**config.mk**
```make
export PLATFORM = sky130hd
export DESIGN_NAME = sql_comment_stripper
export DESIGN_NICKNAME = d
export VERILOG_FILES = /design/src/rtl/core/scs_pkg.sv /design/src/rtl/core/sql_comment_stripper.sv /design/src/rtl/core/scs_scanner.sv /design/src/rtl/core/scs_out_queue.sv
export VERILOG_INCLUDE_DIRS = /design/src /design/src/rtl/core
export SDC_FILE = /design/constraint.sdc
export NUM_CORES = 1
export LEC_CHECK = 0
export BUFFER_PORTS_ARGS = -buffer_cell sky130_fd_sc_hd__buf_2
export CAP_MARGIN = 20
export CORE_MARGIN = 5
export CORE_UTILIZATION = 35
export DETAILED_ROUTE_END_ITERATION = 10
export GPL_TIMING_DRIVEN = 0
export PLACE_DENSITY_LB_ADDON = 0.25
export SLEW_MARGIN = 10
export SYNTH_ARGS = -nofsm -noshare
export SYNTH_HDL_FRONTEND = slang
export SYNTH_SLANG_ARGS = --single-unit
export TNS_END_PERCENT = 1
```
**constraint.sdc**
```tcl
create_clock -name clk -period 5.6 [get_ports clk]
set_input_delay 0.84 -clock clk [delete_from_list [all_inputs] [get_ports clk]]
set_output_delay 0.84 -clock clk [all_outputs]
set_load 0.05 [all_outputs]
```
**src/rtl/core/sql_comment_stripper_defines.svh**
```systemverilog
// Assertion macros for the comment stripper RTL.
`ifndef SQL_COMMENT_STRIPPER_DEFINES_SVH
`define SQL_COMMENT_STRIPPER_DEFINES_SVH

// Same-cycle implication, sampled on clk, off during reset.
`define SCS_ASSERT_NOW(label, ante, cons, msg) \
	label: assert property (@(posedge clk) disable iff (!arst_n) (ante) |-> (cons)) \
		else $error(msg);

// Next-cycle implication, sampled on clk, off during reset.
`define SCS_ASSERT_NEXT(label, ante, cons, msg) \
	label: assert property (@(posedge clk) disable iff (!arst_n) (ante) |=> (cons)) \
		else $error(msg);

`endif

```
**src/rtl/core/scs_pkg.sv**
```systemverilog
// Types, character codes and helpers for the SQL comment stripper.
package scs_pkg;

	localparam logic [7:0] CH_NL     = 8'h0A;
	localparam logic [7:0] CH_STAR   = 8'h2A;
	localparam logic [7:0] CH_SLASH  = 8'h2F;
	localparam logic [7:0] CH_DASH   = 8'h2D;
	localparam logic [7:0] CH_SQUOTE = 8'h27;
	localparam logic [7:0] CH_DQUOTE = 8'h22;

	typedef enum logic [2:0] {
		M_NORMAL = 3'd0,
		M_DASH   = 3'd1,
		M_SLASH  = 3'd2,
		M_LINE   = 3'd3,
		M_BLOCK  = 3'd4,
		M_BSTAR  = 3'd5,
		M_STRING = 3'd6,
		M_SQUOTE = 3'd7
	} mode_t;

	typedef struct packed {
		logic [7:0] in_byte;
		logic       in_last;
	} in_t;

	typedef struct packed {
		logic [7:0] out_byte;
		logic       byte_valid;
		logic       end_of_text;
	} out_t;

	// Up to two results produced by one input character.
	typedef struct packed {
		out_t       r0;
		out_t       r1;
		logic [1:0] cnt;
	} pair_t;

	function automatic pair_t put_char(pair_t p, logic [7:0] b);
		pair_t r;
		r = p;
		case (p.cnt)
			2'd0: begin
				r.r0 = '{out_byte: b, byte_valid: 1'b1, end_of_text: 1'b0};
				r.cnt = 2'd1;
			end
			2'd1: begin
				r.r1 = '{out_byte: b, byte_valid: 1'b1, end_of_text: 1'b0};
				r.cnt = 2'd2;
			end
			default: begin
			end
		endcase
		return r;
	endfunction

endpackage

```
**src/rtl/core/sql_comment_stripper.sv**
```systemverilog
// Each accepted character that yields results is written into the registered result queue.
// Throughput: one character per cycle while item_stall is low; a character with two
// results sends them one at a time, absorbed by the two-entry result queue.
// item_stall is high only while the result queue is full.
// Reset (arst_n low, asynchronous): normal text mode, queue empty.
// Scan mode also returns to normal after every final character.
module sql_comment_stripper (
	input  logic           clk,
	input  logic           arst_n,
	input  logic           item_valid,
	output logic           item_stall,
	input  scs_pkg::in_t   item,
	output logic           result_valid,
	input  logic           result_stall,
	output scs_pkg::out_t  result
);
	import scs_pkg::*;

	logic  accept;
	logic  push;
	logic  full;
	pair_t pair;

	assign item_stall = full;
	assign accept     = item_valid && !item_stall;
	assign push       = accept && (pair.cnt != 2'd0);

	scs_scanner u_scanner (
		.clk    (clk),
		.arst_n (arst_n),
		.accept (accept),
		.item   (item),
		.pair   (pair)
	);

	scs_out_queue u_queue (
		.clk          (clk),
		.arst_n       (arst_n),
		.push         (push),
		.pair         (pair),
		.full         (full),
		.result_valid (result_valid),
		.result_stall (result_stall),
		.result       (result)
	);

endmodule

```
**src/rtl/core/scs_scanner.sv**
```systemverilog
// Scan state register and per-character decode into a result pair.
module scs_scanner (
	input  logic          clk,
	input  logic          arst_n,
	input  logic          accept,
	input  scs_pkg::in_t  item,
	output scs_pkg::pair_t pair
);
	import scs_pkg::*;

	mode_t      mode_q, mode_nx;
	logic       qd_q, qd_nx;
	logic       do_norm;
	logic [7:0] c;
	logic [7:0] qc;
	pair_t      pr;

	always_ff @(posedge clk or negedge arst_n) begin
		if (!arst_n) begin
			mode_q <= M_NORMAL;
			qd_q   <= 1'b0;
		end else if (accept) begin
			mode_q <= mode_nx;
			qd_q   <= qd_nx;
		end
	end

	always_comb begin
		pr      = '0;
		mode_nx = mode_q;
		qd_nx   = qd_q;
		do_norm = 1'b0;
		c       = item.in_byte;
		qc      = qd_q ? CH_DQUOTE : CH_SQUOTE;
		case (mode_q)
			M_NORMAL: do_norm = 1'b1;
			M_DASH: begin
				if (c == CH_DASH) begin
					mode_nx = M_LINE;
				end else begin
					pr      = put_char(pr, CH_DASH);
					do_norm = 1'b1;
				end
			end
			M_SLASH: begin
				if (c == CH_STAR) begin
					mode_nx = M_BLOCK;
				end else begin
					pr      = put_char(pr, CH_SLASH);
					do_norm = 1'b1;
				end
			end
			M_LINE: begin
				if (c == CH_NL) begin
					pr      = put_char(pr, c);
					mode_nx = M_NORMAL;
				end
			end
			M_BLOCK: begin
				if (c == CH_STAR)
					mode_nx = M_BSTAR;
			end
			M_BSTAR: begin
				if (c == CH_SLASH)
					mode_nx = M_NORMAL;
				else if (c != CH_STAR)
					mode_nx = M_BLOCK;
			end
			M_STRING: begin
				pr = put_char(pr, c);
				if (c == qc)
					mode_nx = M_SQUOTE;
			end
			M_SQUOTE: begin
				// doubled quote keeps the string open
				if (c == qc) begin
					pr      = put_char(pr, c);
					mode_nx = M_STRING;
				end else begin
					do_norm = 1'b1;
				end
			end
			default: do_norm = 1'b1;
		endcase

		if (do_norm) begin
			if (c == CH_DASH) begin
				mode_nx = M_DASH;
			end else if (c == CH_SLASH) begin
				mode_nx = M_SLASH;
			end else begin
				if (c == CH_SQUOTE || c == CH_DQUOTE) begin
					mode_nx = M_STRING;
					qd_nx   = (c == CH_DQUOTE);
				end else begin
					mode_nx = M_NORMAL;
				end
				pr = put_char(pr, c);
			end
		end

		if (item.in_last) begin
			// flush a held dash or slash, mark the last result as end of text, or emit a bare end marker if there is none
			if (mode_nx == M_DASH)
				pr = put_char(pr, CH_DASH);
			else if (mode_nx == M_SLASH)
				pr = put_char(pr, CH_SLASH);
			if (pr.cnt == 2'd0) begin
				pr.cnt = 2'd1;
				pr.r0  = '0;
			end
			if (pr.cnt == 2'd2)
				pr.r1.end_of_text = 1'b1;
			else
				pr.r0.end_of_text = 1'b1;
			mode_nx = M_NORMAL;
			qd_nx   = 1'b0;
		end
	end

	assign pair = pr;

endmodule

```
**src/rtl/core/scs_out_queue.sv**
```systemverilog
// Two-entry result queue; each entry holds one or two results, sent one at a time.
`include "sql_comment_stripper_defines.svh"

module scs_out_queue (
	input  logic           clk,
	input  logic           arst_n,
	input  logic           push,
	input  scs_pkg::pair_t pair,
	output logic           full,
	output logic           result_valid,
	input  logic           result_stall,
	output scs_pkg::out_t  result
);
	import scs_pkg::*;

	pair_t      mem_q [2];
	logic       wr_ptr_q;
	logic       rd_ptr_q;
	logic [1:0] count_q;
	logic       sub_q;
	logic       take;
	logic       pop;
	pair_t      head;

	assign head         = mem_q[rd_ptr_q];
	assign result_valid = (count_q != 2'd0);
	assign result       = sub_q ? head.r1 : head.r0;
	assign full         = (count_q == 2'd2);
	assign take         = result_valid && !result_stall;
	assign pop          = take && (sub_q || head.cnt != 2'd2);

	always_ff @(posedge clk) begin
		if (push)
			mem_q[wr_ptr_q] <= pair;
	end

	always_ff @(posedge clk or negedge arst_n) begin
		if (!arst_n) begin
			wr_ptr_q <= 1'b0;
			rd_ptr_q <= 1'b0;
			count_q  <= 2'd0;
			sub_q    <= 1'b0;
		end else begin
			if (push)
				wr_ptr_q <= ~wr_ptr_q;
			if (pop)
				rd_ptr_q <= ~rd_ptr_q;
			if (take)
				sub_q <= !pop;
			case ({push, pop})
				2'b10:   count_q <= count_q + 2'd1;
				2'b01:   count_q <= count_q - 2'd1;
				default: count_q <= count_q;
			endcase
		end
	end

	`SCS_ASSERT_NOW(a_count_max, 1'b1, count_q != 2'd3, "queue count out of range")
	`SCS_ASSERT_NOW(a_no_push_full, push, !full, "push into full result queue")
	`SCS_ASSERT_NOW(a_sub_two, sub_q, count_q != 2'd0 && head.cnt == 2'd2,
		"second result selected from an entry without one")
	`SCS_ASSERT_NEXT(a_pop_clears_sub, pop, !sub_q, "sub index not reset after pop")

endmodule

```
==> run metrics, run 1 <==
fin util=40.60%; GR Overflow Total=0; CP endpoint kind=flop; Hold-fix buffers, CTS=0; total wire length=5856 um; Arr. time, crit path=3680 ps; TritonCTS buffer count=5; Worst-Skew Late Latency=300 ps; Synth cell types=63; fin worst setup slack=2155 ps; clock slew at reported path FFs=90 ps; final setup vio count=0; Mapped Nets=241; Reg-to-Reg Start=u_scanner.qd_q; pin count of the biggest net entering global routing=17; TritonCTS clock tree=yes; share of synthesized registers carrying an async set or reset=16.98%; Final ANT Viol Nets=0; Tightest Pin Transition=909.1 ps; RSZ-0062 raised after global routing=false; reg2reg end=u_queue.mem_q[0][11]; fraction of layout cells with a size suffix above 1=27.63%; R2R Setup Slk=2590 ps; fin crit share=61.51%; Crit Path Max Fanout=5; initial antenna violation count=0; Hold Slack=369.4 ps; Buf/Inv on CP=1; Seq/Total Area, Yosys=53.79%; mapped cell area=0.002875 mm2; Slew HR=39.39%; Synth area leader=edfxtp_1; vias in the first global route=1,939; First-pass DRT Iterations=4; Ys Warns=0; initial drt markers=78; area fraction of the dominant cell type after synthesis=45.95%; slowest stage delay, CP=400 ps; htree depth=2; DIE HEIGHT=100.6 um; Area contributors post-synth=edfxtp_1 (46%), dfrtp_1 (7.8%), mux4_2 (7.8%), nor2_1 (2.9%), nand2_1 (2.2%); Area Overhead vs Synth=14.27%; Setup crit start kind=primary input; max-cap check violation count=0; Post-CTS Setup Repair Bufs=0; cell-by-cell trace of the critical path=buf_2 > nor3_2 > o2111ai_2 > a21o_1 > o211ai_4 > ha_1 > nor2_1 > mux2i_4 > o21bai_1 > ha_1 > nor2_1 > xnor2_1; Ports=25; status=finished clean; commonest non-fill, non-tap cell in the layout=edfxtp_1; row cnt=33; pwr/cell area=401.0 mW/mm2; CP Class=primary input to flop; diode count=0; Finished Cell Area=0.003286 mm2; most crowded layer after global routing=met2; worst reg-to-reg path cell count=10; ys flop type=edfxtp_1; Detailed Place HPWL=4492 um; DRC=0; Total Neg Setup Slack=0 ps; Leakage=1.206 nW; WL per Instance=16.18 um; Port Buf Inserts=22; slowest stage cell, crit path=nor3_2; first-pass GRT wire length=9867 um; post-cts resize count=0; Initial Util=35.53%; Setup crit end=u_queue.count_q[1]; number of synthesized flops with an enable pin=44; synthesized area per cell=12.78 um2; CP startpoint=item[5]; delay-heaviest family, CP=compound AO/OA/AOI/OAI gates; Synth Instances=225; Hold Fails Final Rpt=0; number of synthesized register bits=53; Final Skew=3.043 ps; met3 Use GR=1.730%; maximum clock path buffer count=2; peak supply drop=148.1 uV; core area=0.008093 mm2; fmax=290.3 MHz; Crit. path cell count=12; gp weighted congestion=0.8624; Hold/Removal Path Class=primary input to async pin; most frequent cells in the layout=edfxtp_1 (44), buf_2 (26), nor2_1 (20), nand2_1 (17); dpl cell area=0.003152 mm2; vias post-DR=1,917; pre-CTS WS=1832 ps; vias per cell=5.296; Slew Limit Fails=0; Die X=100.6 um; die area=0.01013 mm2; GRT Total Usage=12.36%; Worst EP required=5830 ps; met1 usage=17.07%; CTS Root Cell=clkbuf_8; GR Util met2=19.80%; clk sinks=53; min Tclk post-route=3445 ps; Final nets=272
## layer usage
metal	vias to the layer above	wire, um
met3	9	216
met1	939	2690
li1	929	-
met5	-	0
met4	0	110
met2	40	2838
## how the worst min path moves through the flow
stage                                   to  slack (ps)        startpoint
final                     u_queue.wr_ptr_q         370            arst_n
after global routing      u_queue.wr_ptr_q         380            arst_n
after CTS                 u_queue.wr_ptr_q         370            arst_n
after detailed placement  u_queue.wr_ptr_q         530  u_queue.wr_ptr_q
after global placement    u_queue.wr_ptr_q         480  u_queue.wr_ptr_q
after floorplan           u_queue.wr_ptr_q         470  u_queue.wr_ptr_q
## final cells by class
cell class                      count  area, um2
Fill cell                         813       4807
Sequential cell                    53       1546
Multi-Input combinational cell    151       1240
Timing Repair Buffer               24      140.1
Tap cell                          105      131.4
Clock buffer                        5      68.82
Clock inverter                      3      65.06
Buffer                             10      50.05
Inverter                           11      43.79
## cell usage after synthesis, types with 2 or more instances
library cell  number
o21ai_0            7
o22ai_1            7
o2111ai_1          2
ha_1               3
xnor2_1            4
nand2b_1           2
and2_1             7
clkbuf_1           4
o21ai_1            3
nand2_1           17
and3_1             2
buf_2              4
inv_1             10
or2_2              2
mux2_4             2
o211ai_1           2
a21oi_1            3
o211a_1            2
a21boi_0           4
dfrtp_1            9
nand4_1            2
edfxtp_1          44
mux4_2            10
a21o_1             5
a32o_1             2
nor2_1            22
a32oi_1            2
a31oi_1            3
nor3_1             4
a22oi_1            2
## worst reg2reg max path, stage by stage, from the launching register on
cell and delay [ps]:
dfrtp_1 420, nor3b_1 160, o2111ai_2 340, a21o_1 230, o211ai_4 130, ha_1 370, nor2_1 90, mux2i_4 180
o21bai_1 180, nor2_2 390, buf_8 240
## power breakdown
group          switching [W]  internal (W)
sequential         0.0000341      0.000530
combinational       0.000301      0.000155
clock               0.000121      0.000177
## stage by stage
| stage | std cells | power (W) |
|---|---|---|
| floorplan | 225 | 0.0009251 |
| global placement | 352 | 0.001016 |
| detailed placement | 354 | 0.001039 |
| CTS | 362 | 0.001338 |
| global route | 362 | 0.001386 |
| finish | 362 | 0.001318 |
## state kept, by name, indices dropped and copies added, names as in the netlist
register          flops
u_queue.sub_q         1
u_scanner.qd_q        1
u_scanner.mode_q      3
u_queue.count_q       2
u_queue.wr_ptr_q      1
u_queue.mem_q        44
u_queue.rd_ptr_q      1
## cells by family after synthesis
kind of cell | share of synthesized area [%]
buf+inv | 3.264
compound gates | 16.49
simple gates | 13.23
fa+ha+maj | 1.306
flops | 53.79
mux | 10.40
xor+xnor | 1.523
Power figures use the tool's default switching activity.
==> run 2, diff against run 1 <==
- clock period: 5.6 -> 2.9 ns (I/O delays scaled with it)
==> run 2 against run 1 <==
Net effect:
- clock-buffer cell count unchanged
- power up 90%
- global-route usage increased by 0.25 points
- via count increased by 0.10%
- sequential share of layout area down 0.84 points
- die area is the same
- cell area increased by 1.8%
- final cell count up 0.55%
- worst hold slack better by 100 ps
- clock power rose by 62%
- critical path depth unchanged
- combinational power increased by 100%
- critical endpoint is now u_queue.mem_q[1][17]
- largest cell class unchanged
==> run metrics, run 2 (synthesized netlist as in run 1, its figures left out) <==
die area=0.01013 mm2; initial antenna violation count=0; Hold Slack=468.9 ps; GRT Total Usage=12.62%; htree depth=2; Slew HR=42.23%; final setup vio count=0; Ports=25; Arr. time, crit path=2880 ps; Detailed Place HPWL=4571 um; RSZ-0062 raised after global routing=true; vias per cell=5.272; pin count of the biggest net entering global routing=17; GR Overflow Total=0; fraction of layout cells with a size suffix above 1=28.96%; status=finished clean; first-pass GRT wire length=9949 um; Setup crit end=u_queue.mem_q[1][17]; Initial Util=35.53%; Final Skew=5.600 ps; Largest register FFs=44; maximum clock path buffer count=2; worst reg-to-reg path cell count=10; Leakage=1.215 nW; Final Instance Count excl. Fillers=364; Port Buf Inserts=22; Area Overhead vs Synth=16.36%; CP startpoint=item[3]; Final nets=274; Slew Limit Fails=0; CTS Root Cell=clkbuf_8; Reg power frac=43.6%; row cnt=33; R2R Setup Slk=140 ps; Worst EP required=2950 ps; Reg with most FFs=u_queue.mem_q; TritonCTS buffer count=5; cell-internal power=0.001611 W; fin crit share=97.61%; max-cap check violation count=0; Tightest Pin Transition=866.5 ps; core area=0.008093 mm2; vias in the first global route=1,892; TritonCTS clock tree=yes; initial drt markers=83; reg2reg end=u_queue.mem_q[0][9]; vias post-DR=1,919; footprint of the multi-input gates=0.001289 mm2; DRC=0; clk sinks=53; Worst-Skew Late Latency=300 ps; Hold/Removal Path Class=primary input to flop; Crit Path Max Fanout=10; Switch Pwr=0.0008908 W; Final ANT Viol Nets=0; diode count=0; min Tclk post-route=2831 ps; clock slew at reported path FFs=90 ps; WL per Instance=16.43 um; Setup crit start kind=primary input; Reg-to-Reg Start=u_scanner.qd_q; Hold Fails Final Rpt=0; First-pass DRT Iterations=4; biggest regs=u_queue.mem_q: 44 flops, u_scanner.mode_q: 3 flops, u_queue.count_q: 2 flops; CP Class=primary input to flop; sequential standard cell area=0.001546 mm2; Comb power frac=37.1%; total wire length=5981 um; gp weighted congestion=0.8880; Clk pwr share=19.4%; commonest non-fill, non-tap cell in the layout=edfxtp_1; Sw Ratio=35.61%; DIE HEIGHT=100.6 um; most frequent cells in the layout=edfxtp_1 (44), buf_2 (26), nor2_1 (20), nand2_1 (17); fmax=353.3 MHz; peak supply drop=251.2 uV; Die X=100.6 um; fillcell total=801; CP endpoint kind=flop; Inst Count DP=354; pwr/cell area=747.7 mW/mm2
## run 2: how the worst min path moves through the flow
stage                  from            endpoint  slack [ps]  cells past startpoint
3_5_place_dp         arst_n  u_queue.count_q[0]         300                      1
4_1_cts        result_stall    u_queue.rd_ptr_q         470                      3
2_1_floorplan        arst_n  u_queue.count_q[0]         140                      0
5_1_grt        result_stall    u_queue.rd_ptr_q         470                      3
3_3_place_gp         arst_n  u_queue.count_q[0]         300                      1
6_report       result_stall    u_queue.rd_ptr_q         470                      3
## run 2: power groups by stage
stage               registers, W  logic [W]  clock network [W]
CTS                      0.00109   0.000935           0.000504
finish                   0.00109   0.000928           0.000484
global placement         0.00111   0.000866                  0
floorplan                0.00109   0.000699                  0
detailed placement       0.00111   0.000917                  0
global route             0.00111    0.00100           0.000537
## run 2: repair_timing
action	4_1_cts	5_1_grt
endpoints found under the setup margin	40	49
hold buffers	1	0
gates resized for setup	4	5
buffers inserted	0	1
hold endpoints to repair	9	0
pin swaps	0	2
## run 2: metal layers
| layer | global-route usage (%) | vias to the layer above | wire length [um] |
|---|---|---|---|
| met4 | 5.803 | 0 | 132 |
| met1 | 17.47 | 932 | 2755 |
| met3 | 2.145 | 10 | 195 |
| met5 | 0 | - | 0 |
| li1 | - | 936 | - |
| met2 | 19.29 | 41 | 2897 |
## run 2: per-stage QoR
step           utilization [%]  worst slack [ps]  power, W  TNS, ps  area, um2
2_1_floorplan                -            -174.2  0.001790    -7745       2880
4_1_cts                  40.85             15.10  0.002532        0       3306
3_5_place_dp             39.10            -534.9  0.002026   -25220       3164
6_report                 41.34             69.33  0.002502        0       3346
5_1_grt                  41.34            -35.99  0.002646   -517.5       3346
3_3_place_gp             38.57            -915.1  0.001972   -44490       3122
## run 2: area by class of cell
| cell class | count | share of cell area [%] |
|---|---|---|
| plain buffers | 10 | 1.496 |
| clock buffers | 5 | 2.057 |
| clock inverters | 3 | 1.234 |
| inverters | 11 | 1.309 |
| multi-input cells | 151 | 38.52 |
| flip-flops and latches | 53 | 46.22 |
| well taps | 105 | 3.927 |
| repair buffers | 26 | 5.236 |
## run 2: critical path, stage by stage
cell and delay (ps):
buf_2 110, buf_2 180, or3b_2 500, nor2_4 130, o211ai_2 140, o211ai_4 170, ha_4 260, nor2_1 180
mux2i_4 120, nand2b_1 170, buf_6 170, mux2_4 300
